--- src/rtl/assert_macros.svh ---
// ---------------------------------------------------------------------------
// Assertion macros
// Shared concurrent assertion forms for the RTL files.
// ---------------------------------------------------------------------------
`ifndef ASSERT_MACROS_SVH
`define ASSERT_MACROS_SVH

// The condition must hold in the same cycle as the trigger.
`define ASSERT_SAME(lbl, clk, rst_n, pre, post) \
  lbl: assert property (@(posedge clk) disable iff (!rst_n) (pre) |-> (post)) \
    else $error("same-cycle assertion failed");

// The condition must hold in the cycle after the trigger.
`define ASSERT_NEXT(lbl, clk, rst_n, pre, post) \
  lbl: assert property (@(posedge clk) disable iff (!rst_n) (pre) |=> (post)) \
    else $error("next-cycle assertion failed");

`endif

--- src/rtl/htd_ram.sv ---
// ---------------------------------------------------------------------------
// Generic RAM
// One write port and one read port with registered read data.
// ---------------------------------------------------------------------------
module htd_ram #(
  parameter int WIDTH = 8,
  parameter int DEPTH = 16
) (
  input  logic                     clk,
  input  logic                     we,
  input  logic [$clog2(DEPTH)-1:0] waddr,
  input  logic [WIDTH-1:0]         wdata,
  input  logic                     re,
  input  logic [$clog2(DEPTH)-1:0] raddr,
  output logic [WIDTH-1:0]         rdata
);

  logic [WIDTH-1:0] mem [DEPTH];

  always_ff @(posedge clk) begin
    if (we) begin
      mem[waddr] <= wdata;
    end
    if (re) begin
      rdata <= mem[raddr];
    end
  end

endmodule

--- config.mk ---
export PLATFORM = sky130hd
export DESIGN_NAME = htd_ram
export DESIGN_NICKNAME = d
export VERILOG_FILES = /design/src/rtl/assert_macros.svh /design/src/rtl/htd_ram.sv
export SDC_FILE = /design/constraint.sdc
export NUM_CORES = 1
export LEC_CHECK = 0
export BUFFER_PORTS_ARGS = -buffer_cell sky130_fd_sc_hd__clkbuf_2
export CAP_MARGIN = 10
export CORE_MARGIN = 3
export CORE_UTILIZATION = 30
export DETAILED_ROUTE_END_ITERATION = 8
export SLEW_MARGIN = 20
export SYNTH_ARGS = -nofsm -noshare
export SYNTH_HDL_FRONTEND = slang
export SYNTH_SLANG_ARGS = --single-unit
--- constraint.sdc ---
create_clock -name clk -period 2.43 [get_ports clk]
set_input_delay 0.243 -clock clk [delete_from_list [all_inputs] [get_ports clk]]
set_output_delay 0.243 -clock clk [all_outputs]
set_load 0.01 [all_outputs]
==> impl_metrics.ini <==
[hold_path]
min_from = wdata[3]
hold_class = input pin to flop
holdPathEnd = mem[9][3]
min_path_cells = 1

[pwr]
comb_power_share_pct = 4.8
total_leakage_power_nw = 2.06
ir_worst_vdd_v = 0.000552
pwr-share-clk_pct = 41.9
p_per_area_mw_per_mm2 = 808
p_switching_mw = 0.989
switching_share_pct = 19.8
cellInternalPower_mw = 4.01
power_mw = 5.00
share_seq_of_total_power_pct = 53.2

[timing]
rsz0062_at_grt = false
finalHoldViolations = 0
tns_ns = 0
clock.fmax_mhz = 649
fin_skew_ns = 0.00577
slew_viol_final = 0
slew_headroom_pct = 47.9
worst_pin_slew_ns = 0.779
fin_ws_ns = 0.889
post-route-period-util_pct = 63.4
setup_violations = 0
min_period_ns = 1.54

[cts]
clockBufferDepth = 2
cts-htree-levels = 4
numClockSinks = 136
clk-insertion-delay-late_ns = 0.41
cts.clk_slew.worst_paths_ns = 0.05
cts_tree = done
cts_root_buf = clkbuf_16
hold_buffers = 0
cts_buffers = 17
cts_setup_buffers = 0
cts_resized = 0

[grt]
overflow = 0
grt_pass1_wl_um = 16000
grt_pass1_vias = 2561
grt_max_degree = 33
grt_antenna_before_repair = 0
grt_usage_pct = 11.6

[logic_synthesis]
synth_seq_area_share_pct = 78.1
syn_inst = 229
synth_top_cell_area_share_pct = 78.1
synth-edff-count = 136
syn_area_per_cell_sq_um = 22.8
yosys_warnings = 0
yosys.cell_types.count = 18
synth_async_sr_flop_share_pct = 0
ys_seq_elements = 136
syn_nets = 248
syn_area_sq_mm = 0.00523
synth_largest_area_cell = edfxtp_1
synth_flop_cell = edfxtp_1
ys_top_cells_by_count = 136 x edfxtp_1, 18 x mux4_2, 16 x a22oi_1
yosysMostFrequentCell = edfxtp_1
ys_top_cells_by_area = edfxtp_1 78%, mux4_2 7.8%, mux4_1 7.0%

[critical_path]
required_ns = 2.57
r2r-end = rdata[7]
reg2reg_setup_slack_ns = 0.89
critPathSlowestCell = mux4_2
ff2ff_path_depth = 3
path_class = flop to flop
cp_slowest_stage_delay_ns = 0.46
arrival_ns = 1.68
rr_startpoint = mem[1][7]
crit_path_end_kind = flop
path_cells = mux4_2 > a22oi_1 > nand2_1
crit_fanout = 1
cp-start-kind = flop

[detailed_routing]
routed_wl_um = 10500
post_drt_wl_per_cell_um = 20.4
ant_nets = 0
firstDrtPassIters = 4
drc = 0
dr_total_vias = 2415
drt_iter0_drc = 202
via_per_inst = 4.70

[layout]
fill_cells = 1568
final_area_sq_mm = 0.00619
antenna_cells = 0
finish.utilization_pct = 36.8
nNetsFinal = 302
drive_above_1_share_pct = 28.6
area_growth_pct = 18.5

[place]
io_buffers = 26
dp_hpwl_um = 6680
place_area_sq_mm = 0.00571
routabilityCongestion = 0.691
pre_cts_ws_ns = 0.540

[die]
chipWidth_um = 138
chipHeight_um = 138
initial_utilization_pct = 31.1
num_io_pins = 27
rows = 47
die_area_sq_mm = 0.0190
core_sq_mm = 0.0168

[flow_run]
drv_cap = 0

[status]
run_status = completed
-- layout by cell type, fill, tap and decap left out --
cell type,netlist,final
nand2b_1,2,2
and2_1,1,1
nand3_1,1,1
mux4_1,14,14
clkbuf_1,0,5
nand3b_1,2,2
nor2_1,13,13
nor3_1,4,4
clkbuf_2,0,26
a22oi_1,16,16
mux4_2,18,18
and2b_1,1,1
clkinv_2,0,3
nand2_1,9,9
nor2b_1,1,1
buf_4,1,17
buf_12,0,2
clkbuf_16,0,17
edfxtp_1,136,136
or3b_2,1,1
clkinv_1,0,5
-- logic make-up (layout without fill, tap and decap cells) --
family	after synthesis	after routing	share of synthesized area [%]
compound gates	16	16	2.30
buf+inv	10	75	1.65
flops	136	136	78.1
mux	32	32	14.8
simple gates	35	35	3.14
-- sequential cells by signal (all words and copies together), names as in the netlist --
name / cells
rdata: 8
mem: 128
-- cell type report --
class | count | area, sq um | area share [%]
multi-input cells | 83 | 1060 | 17.1
well taps | 220 | 275 | 4.45
clock buffers | 22 | 444 | 7.17
repair buffers | 45 | 298 | 4.81
clock inverters | 8 | 33.8 | 0.546
flip-flops and latches | 136 | 4080 | 66.0
-- critical path, delay by kind of cell, from the launching register on --
family	cells	cell delay, ns
simple gates	1	0.14
mux	1	0.46
compound gates	1	0.29
flops	1	0.37
-- per-layer routing --
metal	up-vias	GRT usage (%)	share of wire (%)
met5	-	0	0
met4	0	4.52	1.7
met3	14	4.25	8.9
met2	88	17.0	47
met1	1229	15.9	43
li1	1084	-	-
-- power by group through the flow --
stage | sequential, mW | clock, mW | combinational (mW)
final | 2.66 | 2.10 | 0.241
after global routing | 2.66 | 2.26 | 0.266
after CTS | 2.66 | 2.15 | 0.250
after detailed placement | 2.71 | 0 | 0.249
after global placement | 2.71 | 0 | 0.244
after floorplan | 2.71 | 0 | 0.133
-- stage by stage --
step | hold slack (ns) | instances
2_1_floorplan | 0.342 | 229
3_3_place_gp | 0.660 | 484
5_1_grt | 0.264 | 514
6_report | 0.254 | 514
3_5_place_dp | 0.682 | 484
4_1_cts | 0.246 | 514
-- worst max path at each step --
stage	startpoint	endpoint	cells after the start
6_report	mem[1][7]	rdata[7]	3
4_1_cts	mem[1][7]	rdata[7]	3
2_1_floorplan	waddr[2]	mem[0][0]	2
3_5_place_dp	raddr[0]	rdata[7]	5
5_1_grt	mem[1][7]	rdata[7]	3
3_3_place_gp	raddr[0]	rdata[7]	5
No activity file was read; power rests on OpenSTA's default activity.
