[src/rtl/assert_macros.svh]
// ---------------------------------------------------------------------------
// Assertion macros
// Shared concurrent assertion forms for the RTL files.
// ---------------------------------------------------------------------------
`ifndef ASSERT_MACROS_SVH
`define ASSERT_MACROS_SVH

// The condition must hold in the same cycle as the trigger.
`define ASSERT_SAME(lbl, clk, rst_n, pre, post) \
  lbl: assert property (@(posedge clk) disable iff (!rst_n) (pre) |-> (post)) \
    else $error("same-cycle assertion failed");

// The condition must hold in the cycle after the trigger.
`define ASSERT_NEXT(lbl, clk, rst_n, pre, post) \
  lbl: assert property (@(posedge clk) disable iff (!rst_n) (pre) |=> (post)) \
    else $error("next-cycle assertion failed");

`endif

[src/rtl/htd_pkg.sv]
// ---------------------------------------------------------------------------
// Huffman tree decoder package
// Sizes, item types and node table types shared by the decoder modules.
// ---------------------------------------------------------------------------
package htd_pkg;

  localparam int NODE_COUNT   = 512;
  localparam int MAX_CODE_LEN = 16;

  localparam int IDX_W    = $clog2(NODE_COUNT);
  localparam int CNT_W    = $clog2(NODE_COUNT + 1);
  localparam int SYM_W    = 8;
  localparam int CODE_W   = 16;
  localparam int LEN_W    = 5;
  localparam int POS_W    = $clog2(CODE_W);
  localparam int ENTRY_W  = 2 * IDX_W + SYM_W;

  localparam logic KIND_LOAD   = 1'b0;
  localparam logic KIND_DECODE = 1'b1;

  typedef struct packed {
    logic              kind;
    logic [SYM_W-1:0]  symbol;
    logic [CODE_W-1:0] code_bits;
    logic [LEN_W-1:0]  code_len;
    logic              bit_in;
  } in_item_t;

  typedef struct packed {
    logic             emitted;
    logic [SYM_W-1:0] symbol_out;
    logic             table_full;
    logic             bad_bit;
  } out_item_t;

  typedef struct packed {
    logic [IDX_W-1:0] left;
    logic [IDX_W-1:0] right;
    logic [SYM_W-1:0] sym;
  } node_entry_t;

  typedef struct packed {
    logic               we;
    logic [IDX_W-1:0]   waddr;
    logic [ENTRY_W-1:0] wdata;
    logic               re;
    logic [IDX_W-1:0]   raddr;
  } mem_req_t;

  typedef struct packed {
    logic      idle;
    logic      done;
    out_item_t result;
  } htd_status_t;

endpackage

[src/rtl/htd_walker.sv]
// ---------------------------------------------------------------------------
// Huffman tree walker
// Clears the node table, builds code paths for load items and follows
// one child per decode item, reading and writing the node table RAM.
// ---------------------------------------------------------------------------
module htd_walker import htd_pkg::*; (
  input  logic               clk,
  input  logic               rst_n,
  input  logic               start,
  input  in_item_t           item,
  input  logic [ENTRY_W-1:0] rdata,
  output mem_req_t           mem_req,
  output htd_status_t        status
);

  localparam logic [2:0] ST_CLEAR = 3'd0;
  localparam logic [2:0] ST_IDLE  = 3'd1;
  localparam logic [2:0] ST_LOAD  = 3'd2;
  localparam logic [2:0] ST_DEC1  = 3'd3;
  localparam logic [2:0] ST_DEC2  = 3'd4;

  logic [2:0]        state_r, state_nxt;
  logic [IDX_W-1:0]  clr_r, clr_nxt;
  logic [CNT_W-1:0]  used_r, used_nxt;
  logic [IDX_W-1:0]  walk_r, walk_nxt;
  logic [IDX_W-1:0]  node_r, node_nxt;
  logic              fresh_r, fresh_nxt;
  logic [LEN_W-1:0]  len_r, len_nxt;
  logic [CODE_W-1:0] bits_r, bits_nxt;
  logic [SYM_W-1:0]  sym_r, sym_nxt;
  logic              bit_r, bit_nxt;

  node_entry_t       entry;
  node_entry_t       wentry;
  logic [LEN_W-1:0]  pos;
  logic              code_bit;
  logic [IDX_W-1:0]  link;

  always_ff @(posedge clk) begin
    if (!rst_n) begin
      state_r <= ST_CLEAR;
      clr_r   <= '0;
      used_r  <= CNT_W'(1);
      walk_r  <= '0;
    end else begin
      state_r <= state_nxt;
      clr_r   <= clr_nxt;
      used_r  <= used_nxt;
      walk_r  <= walk_nxt;
    end
  end

  always_ff @(posedge clk) begin
    node_r  <= node_nxt;
    fresh_r <= fresh_nxt;
    len_r   <= len_nxt;
    bits_r  <= bits_nxt;
    sym_r   <= sym_nxt;
    bit_r   <= bit_nxt;
  end

  assign entry    = fresh_r ? node_entry_t'('0) : node_entry_t'(rdata);
  assign pos      = len_r - LEN_W'(1);
  assign code_bit = (int'(pos) < CODE_W) ? bits_r[pos[POS_W-1:0]] : 1'b0;

  always_comb begin
    state_nxt = state_r;
    clr_nxt   = clr_r;
    used_nxt  = used_r;
    walk_nxt  = walk_r;
    node_nxt  = node_r;
    fresh_nxt = fresh_r;
    len_nxt   = len_r;
    bits_nxt  = bits_r;
    sym_nxt   = sym_r;
    bit_nxt   = bit_r;
    wentry    = entry;
    link      = '0;
    mem_req   = '0;
    status    = '0;

    case (state_r)
      ST_CLEAR: begin
        mem_req.we    = 1'b1;
        mem_req.waddr = clr_r;
        mem_req.wdata = '0;
        clr_nxt       = clr_r + IDX_W'(1);
        if (clr_r == IDX_W'(NODE_COUNT - 1)) begin
          state_nxt = ST_IDLE;
        end
      end

      ST_IDLE: begin
        status.idle = 1'b1;
        if (start) begin
          sym_nxt   = item.symbol;
          bits_nxt  = item.code_bits;
          bit_nxt   = item.bit_in;
          fresh_nxt = 1'b0;
          mem_req.re = 1'b1;
          if (item.kind == KIND_LOAD) begin
            node_nxt      = '0;
            mem_req.raddr = '0;
            if (int'(item.code_len) > MAX_CODE_LEN) begin
              len_nxt = LEN_W'(MAX_CODE_LEN);
            end else begin
              len_nxt = item.code_len;
            end
            state_nxt = ST_LOAD;
          end else begin
            mem_req.raddr = walk_r;
            state_nxt     = ST_DEC1;
          end
        end
      end

      ST_LOAD: begin
        if (len_r == '0) begin
          wentry.sym    = sym_r;
          mem_req.we    = 1'b1;
          mem_req.waddr = node_r;
          mem_req.wdata = wentry;
          status.done   = 1'b1;
          state_nxt     = ST_IDLE;
        end else begin
          link = code_bit ? entry.right : entry.left;
          if (link == '0) begin
            if (used_r >= CNT_W'(NODE_COUNT)) begin
              status.done              = 1'b1;
              status.result.table_full = 1'b1;
              state_nxt                = ST_IDLE;
            end else begin
              if (code_bit) begin
                wentry.right = used_r[IDX_W-1:0];
              end else begin
                wentry.left = used_r[IDX_W-1:0];
              end
              mem_req.we    = 1'b1;
              mem_req.waddr = node_r;
              mem_req.wdata = wentry;
              node_nxt      = used_r[IDX_W-1:0];
              used_nxt      = used_r + CNT_W'(1);
              fresh_nxt     = 1'b1;
              len_nxt       = len_r - LEN_W'(1);
            end
          end else begin
            mem_req.re    = 1'b1;
            mem_req.raddr = link;
            node_nxt      = link;
            fresh_nxt     = 1'b0;
            len_nxt       = len_r - LEN_W'(1);
          end
        end
      end

      ST_DEC1: begin
        link = bit_r ? entry.right : entry.left;
        if (link == '0) begin
          status.done           = 1'b1;
          status.result.bad_bit = 1'b1;
          state_nxt             = ST_IDLE;
        end else begin
          mem_req.re    = 1'b1;
          mem_req.raddr = link;
          node_nxt      = link;
          state_nxt     = ST_DEC2;
        end
      end

      ST_DEC2: begin
        status.done = 1'b1;
        if (entry.left == '0 && entry.right == '0) begin
          status.result.emitted    = 1'b1;
          status.result.symbol_out = entry.sym;
          walk_nxt                 = '0;
        end else begin
          walk_nxt = node_r;
        end
        state_nxt = ST_IDLE;
      end

      default: begin
        state_nxt = ST_IDLE;
      end
    endcase
  end

endmodule

[config.mk]
export PLATFORM = sky130hd
export DESIGN_NAME = htd_walker
export DESIGN_NICKNAME = d
export VERILOG_FILES = /design/src/rtl/assert_macros.svh /design/src/rtl/htd_pkg.sv /design/src/rtl/htd_walker.sv
export SDC_FILE = /design/constraint.sdc
export NUM_CORES = 1
export LEC_CHECK = 0
export BUFFER_PORTS_ARGS = -buffer_cell sky130_fd_sc_hd__buf_2
export CAP_MARGIN = 10
export CORE_MARGIN = 1
export CORE_UTILIZATION = 55
export CTS_BUF_LIST = sky130_fd_sc_hd__clkbuf_4 sky130_fd_sc_hd__clkbuf_8
export DETAILED_ROUTE_END_ITERATION = 16
export PLACE_DENSITY = 0.83
export SYNTH_ARGS = -nofsm -noshare
export SYNTH_HDL_FRONTEND = slang
export SYNTH_SLANG_ARGS = --single-unit
[constraint.sdc]
create_clock -name clk -period 6.7 [get_ports clk]
set_clock_uncertainty 0.2 [all_clocks]
set_input_delay 1.005 -clock clk [delete_from_list [all_inputs] [get_ports clk]]
set_output_delay 1.005 -clock clk [all_outputs]
set_load 0.05 [all_outputs]
==> results of run 1 <==
-- worst reg2reg max path, cell delays in order, from the launching register on --
cell and delay, ps:
edfxtp_1 540, inv_1 140, ha_1 280, xor2_2 330, mux4_2 540, nand2b_1 190
o2111a_2 240, o21ai_1 670, a21oi_2 410, a2111oi_2 1110
-- area by class of cell --
type | instances | area, sq um
multi-input cells | 342 | 2333
fillers | 599 | 2216
flip-flops and latches | 71 | 1822
repair buffers | 119 | 598.1
clock buffers | 11 | 145.1
clock inverters | 5 | 128.9
well taps | 99 | 123.9
inverters | 11 | 41.29
-- synthesized netlist by cell type, drive strengths merged (13+ instances only) --
| master | count |
|---|---|
| a21oi | 35 |
| clkbuf | 18 |
| a221o | 13 |
| mux2i | 25 |
| nor2 | 37 |
| a22o | 19 |
| dfxtp | 31 |
| o21ai | 19 |
| edfxtp | 40 |
| nand2 | 52 |
| nor2b | 17 |
| and3 | 14 |
-- registers in the layout (all words and copies together) (netlist names) --
register and count:
bits_r 16, node_r 9, walk_r 9, bit_r 1, clr_r 9, sym_r 8
used_r 10, state_r 3, fresh_r 1, len_r 5
-- per-stage QoR --
step / instance area (sq um) / power [mW] / utilization / setup WS, ps / hold WS, ps
after detailed placement: 4918 / 0.5200 / 0.6639 / 1524 / 267.7
final: 5192 / 0.9762 / 0.7009 / 1003 / 277.6
after floorplan: 4307 / 0.4906 / - / 1217 / 236.5
after CTS: 5192 / 0.9810 / 0.7009 / 1102 / 277.6
after global placement: 4918 / 0.5184 / 0.6639 / 1653 / 252.9
after global routing: 5192 / 1.005 / 0.7009 / 680.9 / 309.1
-- power by group through the flow --
stage	clock, mW	sequential, mW	combinational (mW)
floorplan	0	0.471	0.0201
global route	0.490	0.461	0.0543
global placement	0	0.471	0.0476
detailed placement	0	0.471	0.0490
finish	0.465	0.461	0.0502
CTS	0.471	0.461	0.0492
-- worst min-delay path by stage --
| stage | startpoint | endpoint | slack [ps] | cells past startpoint |
|---|---|---|---|---|
| 6_report | walk_r[7] | walk_r[7] | 280 | 2 |
| 3_3_place_gp | walk_r[8] | walk_r[8] | 250 | 2 |
| 4_1_cts | walk_r[7] | walk_r[7] | 280 | 2 |
| 5_1_grt | walk_r[7] | walk_r[7] | 310 | 2 |
| 3_5_place_dp | walk_r[7] | walk_r[7] | 270 | 2 |
| 2_1_floorplan | walk_r[0] | walk_r[0] | 240 | 2 |
-- layer usage --
layer / global-route usage / part of all wire / vias to the layer above
met5: 0 / 0 / -
met4: 0.1089 / 0.027 / 0
met3: 0.06313 / 0.11 / 37
met2: 0.5259 / 0.47 / 281
met1: 0.4354 / 0.39 / 1919
li1: - / - / 1914
-- cell families (layout without fill, tap and decap cells) --
family          after synthesis  in the layout  share of synthesized area
simple gates                174            174                     0.2080
compound gates              124            124                     0.2225
xor+xnor                     11             11                    0.02411
buf+inv                      40            146                    0.03661
fa+ha+maj                     5              5                    0.01453
mux                          28             28                    0.07118
flops                        71             71                     0.4230
==> flow_summary.toml, run 1 <==
[finish]
area_growth_pct = 20.57
final_common_cell = "buf_2"
drive_gt1_frac = 0.2791
fin_cells = 658
final_cell_mix = "buf_2, nand2_1, edfxtp_1"
antenna_cells = 0
finalNetCount = 619

[detailed_routing]
wl_per_cell_um = 20.09
drc_errors = 0
vias_per_cell = 6.309
drtPass1Iterations = 6
vias = 4151
drt_wl_total_um = 13220
drtIter0Drc = 397
ant_nets = 0

[power_and_ir_drop]
power_frac_comb = 0.051
p_int_mw = 0.7807
powerDensity_nw_per_um2 = 188.0
sequentialPowerShare = 0.472
ir_worst_vdd_v = 0.0001168
switching_share = 0.2003
switching_power_mw = 0.1955
leakage_nw = 2.187
clkPwrFrac = 0.476

[place]
io_buffers = 118
hpwl_um = 9967
placedCellCount = 642
place_congestion = 0.9641

[setup_path]
regToRegSetupSlack_ps = 1680
critPathRequiredTime_ps = 5490
crit_path_max_fanout = 16
end_kind = "output port"
startpoint_type = "register"
worstPathCellList = "inv_1, ha_1, nor3b_1, xnor2_1, nand2b_1, nor4_2, o21ai_1, a21oi_2, a2111o_1, buf_2"
cp_num_cells = 10
r2r-start = "len_r[0]"
cp_top_family = "compound AO/OA/AOI/OAI gates"
crit_end = "status[11]"
crit_start = "len_r[0]"
r2r_cells = 9
crit_slowest_cell = "a21oi_2"
slowest_delay_ps = 800
worstSetupPathType = "register to output port"
r2r-end = "node_r[8]"
critical_path_buf_inv_count = 2
worst_ep_arrival_time_ps = 4490

[yosys]
yosys_warnings = 0
synth_area_per_cell_sq_um = 9.507
synth_cells = 453
synth_top_area_share = 0.2789
ys_seq_area_frac = 0.4230
synth_cell_types = 59
synth_nets = 518
synth_area_leaders = "edfxtp_1, dfxtp_1, mux2i_1"
synth_edf_count = 40
syn-cell-area_sq_um = 4307
yosys_most_used_dff = "edfxtp_1"
synthArstFlopShare = 0
synth_top_area_cell = "edfxtp_1"
ys_ff_latch = 71

[clocking]
ctsHoldBuffers = 0
post-cts-setup-buffer-count = 0
clock-sinks = 71
cts_buffer_depth = 2
clk_latency_ps = 350
path_clk_slew_ps = 80
cts_tree = "done"
clockRootBuffer = "clkbuf_8"
htree_levels = 3
cts_resized = 0
numCtsBuffers = 9

[timing]
rsz0062_at_grt = "false"
fin_setup_tns_ps = 0
setup_viol = 0
hold_violations = 0
worst_slew_pin_slew_ps = 1146
min_period_ps = 5697
fin_crit_sh = 0.8503
fmax_mhz = 175.5
slew_headroom = 0.2352
finalMaxSlewViolations = 0

[global_route]
grt_pass1_wl_um = 20310
antenna_found_initial = 0
grt-ovfl-total = 0
grt_pass1_vias = 3862
grt_max_degree = 28
track_usage = 0.3249

[die]
rows = 31
initial_utilization = 0.5813
coreArea_sq_um = 7408
die_y_um = 90.49
io_pins = 119
die_w_um = 90.49
die-area_sq_um = 8188

[run_status]
status = "complete, no violations"

[worst_hold_path]
hold_class = "register to register"

[job]
cap_viol_max_count = 0
(Power assumes the default switching activity.)
==> run 2, diff against run 1 <==
==> constraint.sdc (replaced) <==
create_clock -name clk -period 5.7 [get_ports clk]
set_clock_uncertainty 0.2 [all_clocks]
set_input_delay 0.855 -clock clk [delete_from_list [all_inputs] [get_ports clk]]
set_output_delay 0.855 -clock clk [all_outputs]
set_load 0.05 [all_outputs]
==> run 2 against run 1 <==
First-iteration DRC count up 6.0%. Cell area fell by 0.22%. Critical path depth unchanged. Critical path type unchanged. Highest routed layer unchanged. Utilization down 0.15 points. Power rose by 9.2%.
==> flow_summary.toml, run 2 (synthesized netlist as in run 1, its figures left out) <==
[timing]
slew_headroom = 0.4256
fmax_mhz = 185.3
whs_ps = 279.0
worst_slack_ps = 302.6
hold_violations = 0
setup_viol = 0
fin_crit_sh = 0.9469
rsz0062_at_grt = "false"
min_period_ps = 5397
worst_slew_pin_slew_ps = 855.0
fin_setup_tns_ps = 0
finalMaxSlewViolations = 0

[detailed_routing]
vias_per_cell = 6.353
drc_errors = 0
drtIter0Drc = 421
drtPass1Iterations = 5
ant_nets = 0
wl_per_cell_um = 19.85
vias = 4212
drt_wl_total_um = 13160

[die]
rows = 31
die-area_sq_um = 8188
die_w_um = 90.49
die_y_um = 90.49
io_pins = 119
initial_utilization = 0.5813
coreArea_sq_um = 7408

[power_and_ir_drop]
powerDensity_nw_per_um2 = 205.8
ir_worst_vdd_v = 0.0001614
leakage_nw = 2.188

[place]
dp_slack_ps = 763.0
place_area_sq_um = 4956
place_congestion = 0.9842
placedCellCount = 647
hpwl_um = 9964
io_buffers = 118

[finish]
area_growth_pct = 20.31
largest_register_ff_count = 16
drive_gt1_frac = 0.2855
final_cell_mix = "buf_2, nand2_1, edfxtp_1"
antenna_cells = 0
final_common_cell = "buf_2"
finalNetCount = 624
fin_cells = 663
reg_top3 = "bits_r (16), used_r (10)"
fin_area_sq_um = 5181
regMostFlops = "bits_r"

[clocking]
ctsHoldBuffers = 0
post-cts-setup-buffer-count = 0
cts_tree = "done"
numCtsBuffers = 9
clock-sinks = 71
clockRootBuffer = "clkbuf_8"
htree_levels = 3
cts_buffer_depth = 2
clk_latency_ps = 360
cts_resized = 0
path_clk_slew_ps = 80

[global_route]
grt_max_degree = 27
grt_pass1_wl_um = 19920
track_usage = 0.3174
grt-ovfl-total = 0
grt_pass1_vias = 3831
antenna_found_initial = 0

[worst_hold_path]
hold_class = "register to register"
min_delay_path_depth = 2

[job]
cap_viol_max_count = 0

[setup_path]
worst_ep_arrival_time_ps = 4340
startpoint_type = "register"
r2r_cells = 10
end_kind = "output port"
critPathRequiredTime_ps = 4640
crit_path_max_fanout = 16
worstSetupPathType = "register to output port"

[run_status]
status = "complete, no violations"
==> run 2: cell count changes in the layout (fill, tap and decap cells not counted), sizes merged <==
| cell | before | now |
|---|---|---|
| buf | 119 | 124 |
| bufinv | 4 | 2 |
| clkbuf | 11 | 10 |
| clkinv | 1 | 2 |
| clkinvlp | 0 | 1 |
| inv | 11 | 12 |
==> run 2: stage by stage <==
step / total power, mW / util
after CTS: 1.069 / 0.6994
after detailed placement: 0.6113 / 0.6690
final: 1.066 / 0.6994
after floorplan: 0.5767 / -
after global placement: 0.6099 / 0.6690
after global routing: 1.090 / 0.6994
==> run 2: metal layers <==
layer  track usage  wire, um  vias up
li1              -         -     1916
met2        0.5145      6194      291
met1        0.4023      5051     1966
met3       0.07744      1572       39
met4        0.1371       344        0
met5             0         0        -
==> run 2: cell type report <==
class                   instances  area, sq um
multi-input cells             342         2333
fillers                       592         2227
flip-flops and latches         71         1822
repair buffers                124        635.6
clock buffers                  10        131.4
well taps                      99        123.9
clock inverters                 6        93.84
inverters                      11        41.29
==> run 2: path summary, 6_finish.rpt <==
path / startpoint / endpoint / slack, ps
setup reg to reg: len_r[0] / node_r[1] / 1270
setup / recovery: len_r[0] / status[11] / 300
hold reg to reg: walk_r[8] / walk_r[8] / 280
hold / removal: walk_r[8] / walk_r[8] / 280
==> run 2: critical path, cell delays in order, from the launching register on <==
cell	delay, ps
edfxtp_1	540
inv_1	140
ha_1	260
xor2_2	320
mux4_2	540
nand2b_1	190
o2111a_2	250
o21ai_1	640
a21oi_2	380
a2111o_1	500
buf_2	220
==> run 2: where the power goes <==
part | total (mW) | switching [mW] | internal, mW
registers | 0.542 | 0.00182 | 0.540
clock network | 0.465 | 0.211 | 0.254
logic | 0.0593 | 0.0346 | 0.0248
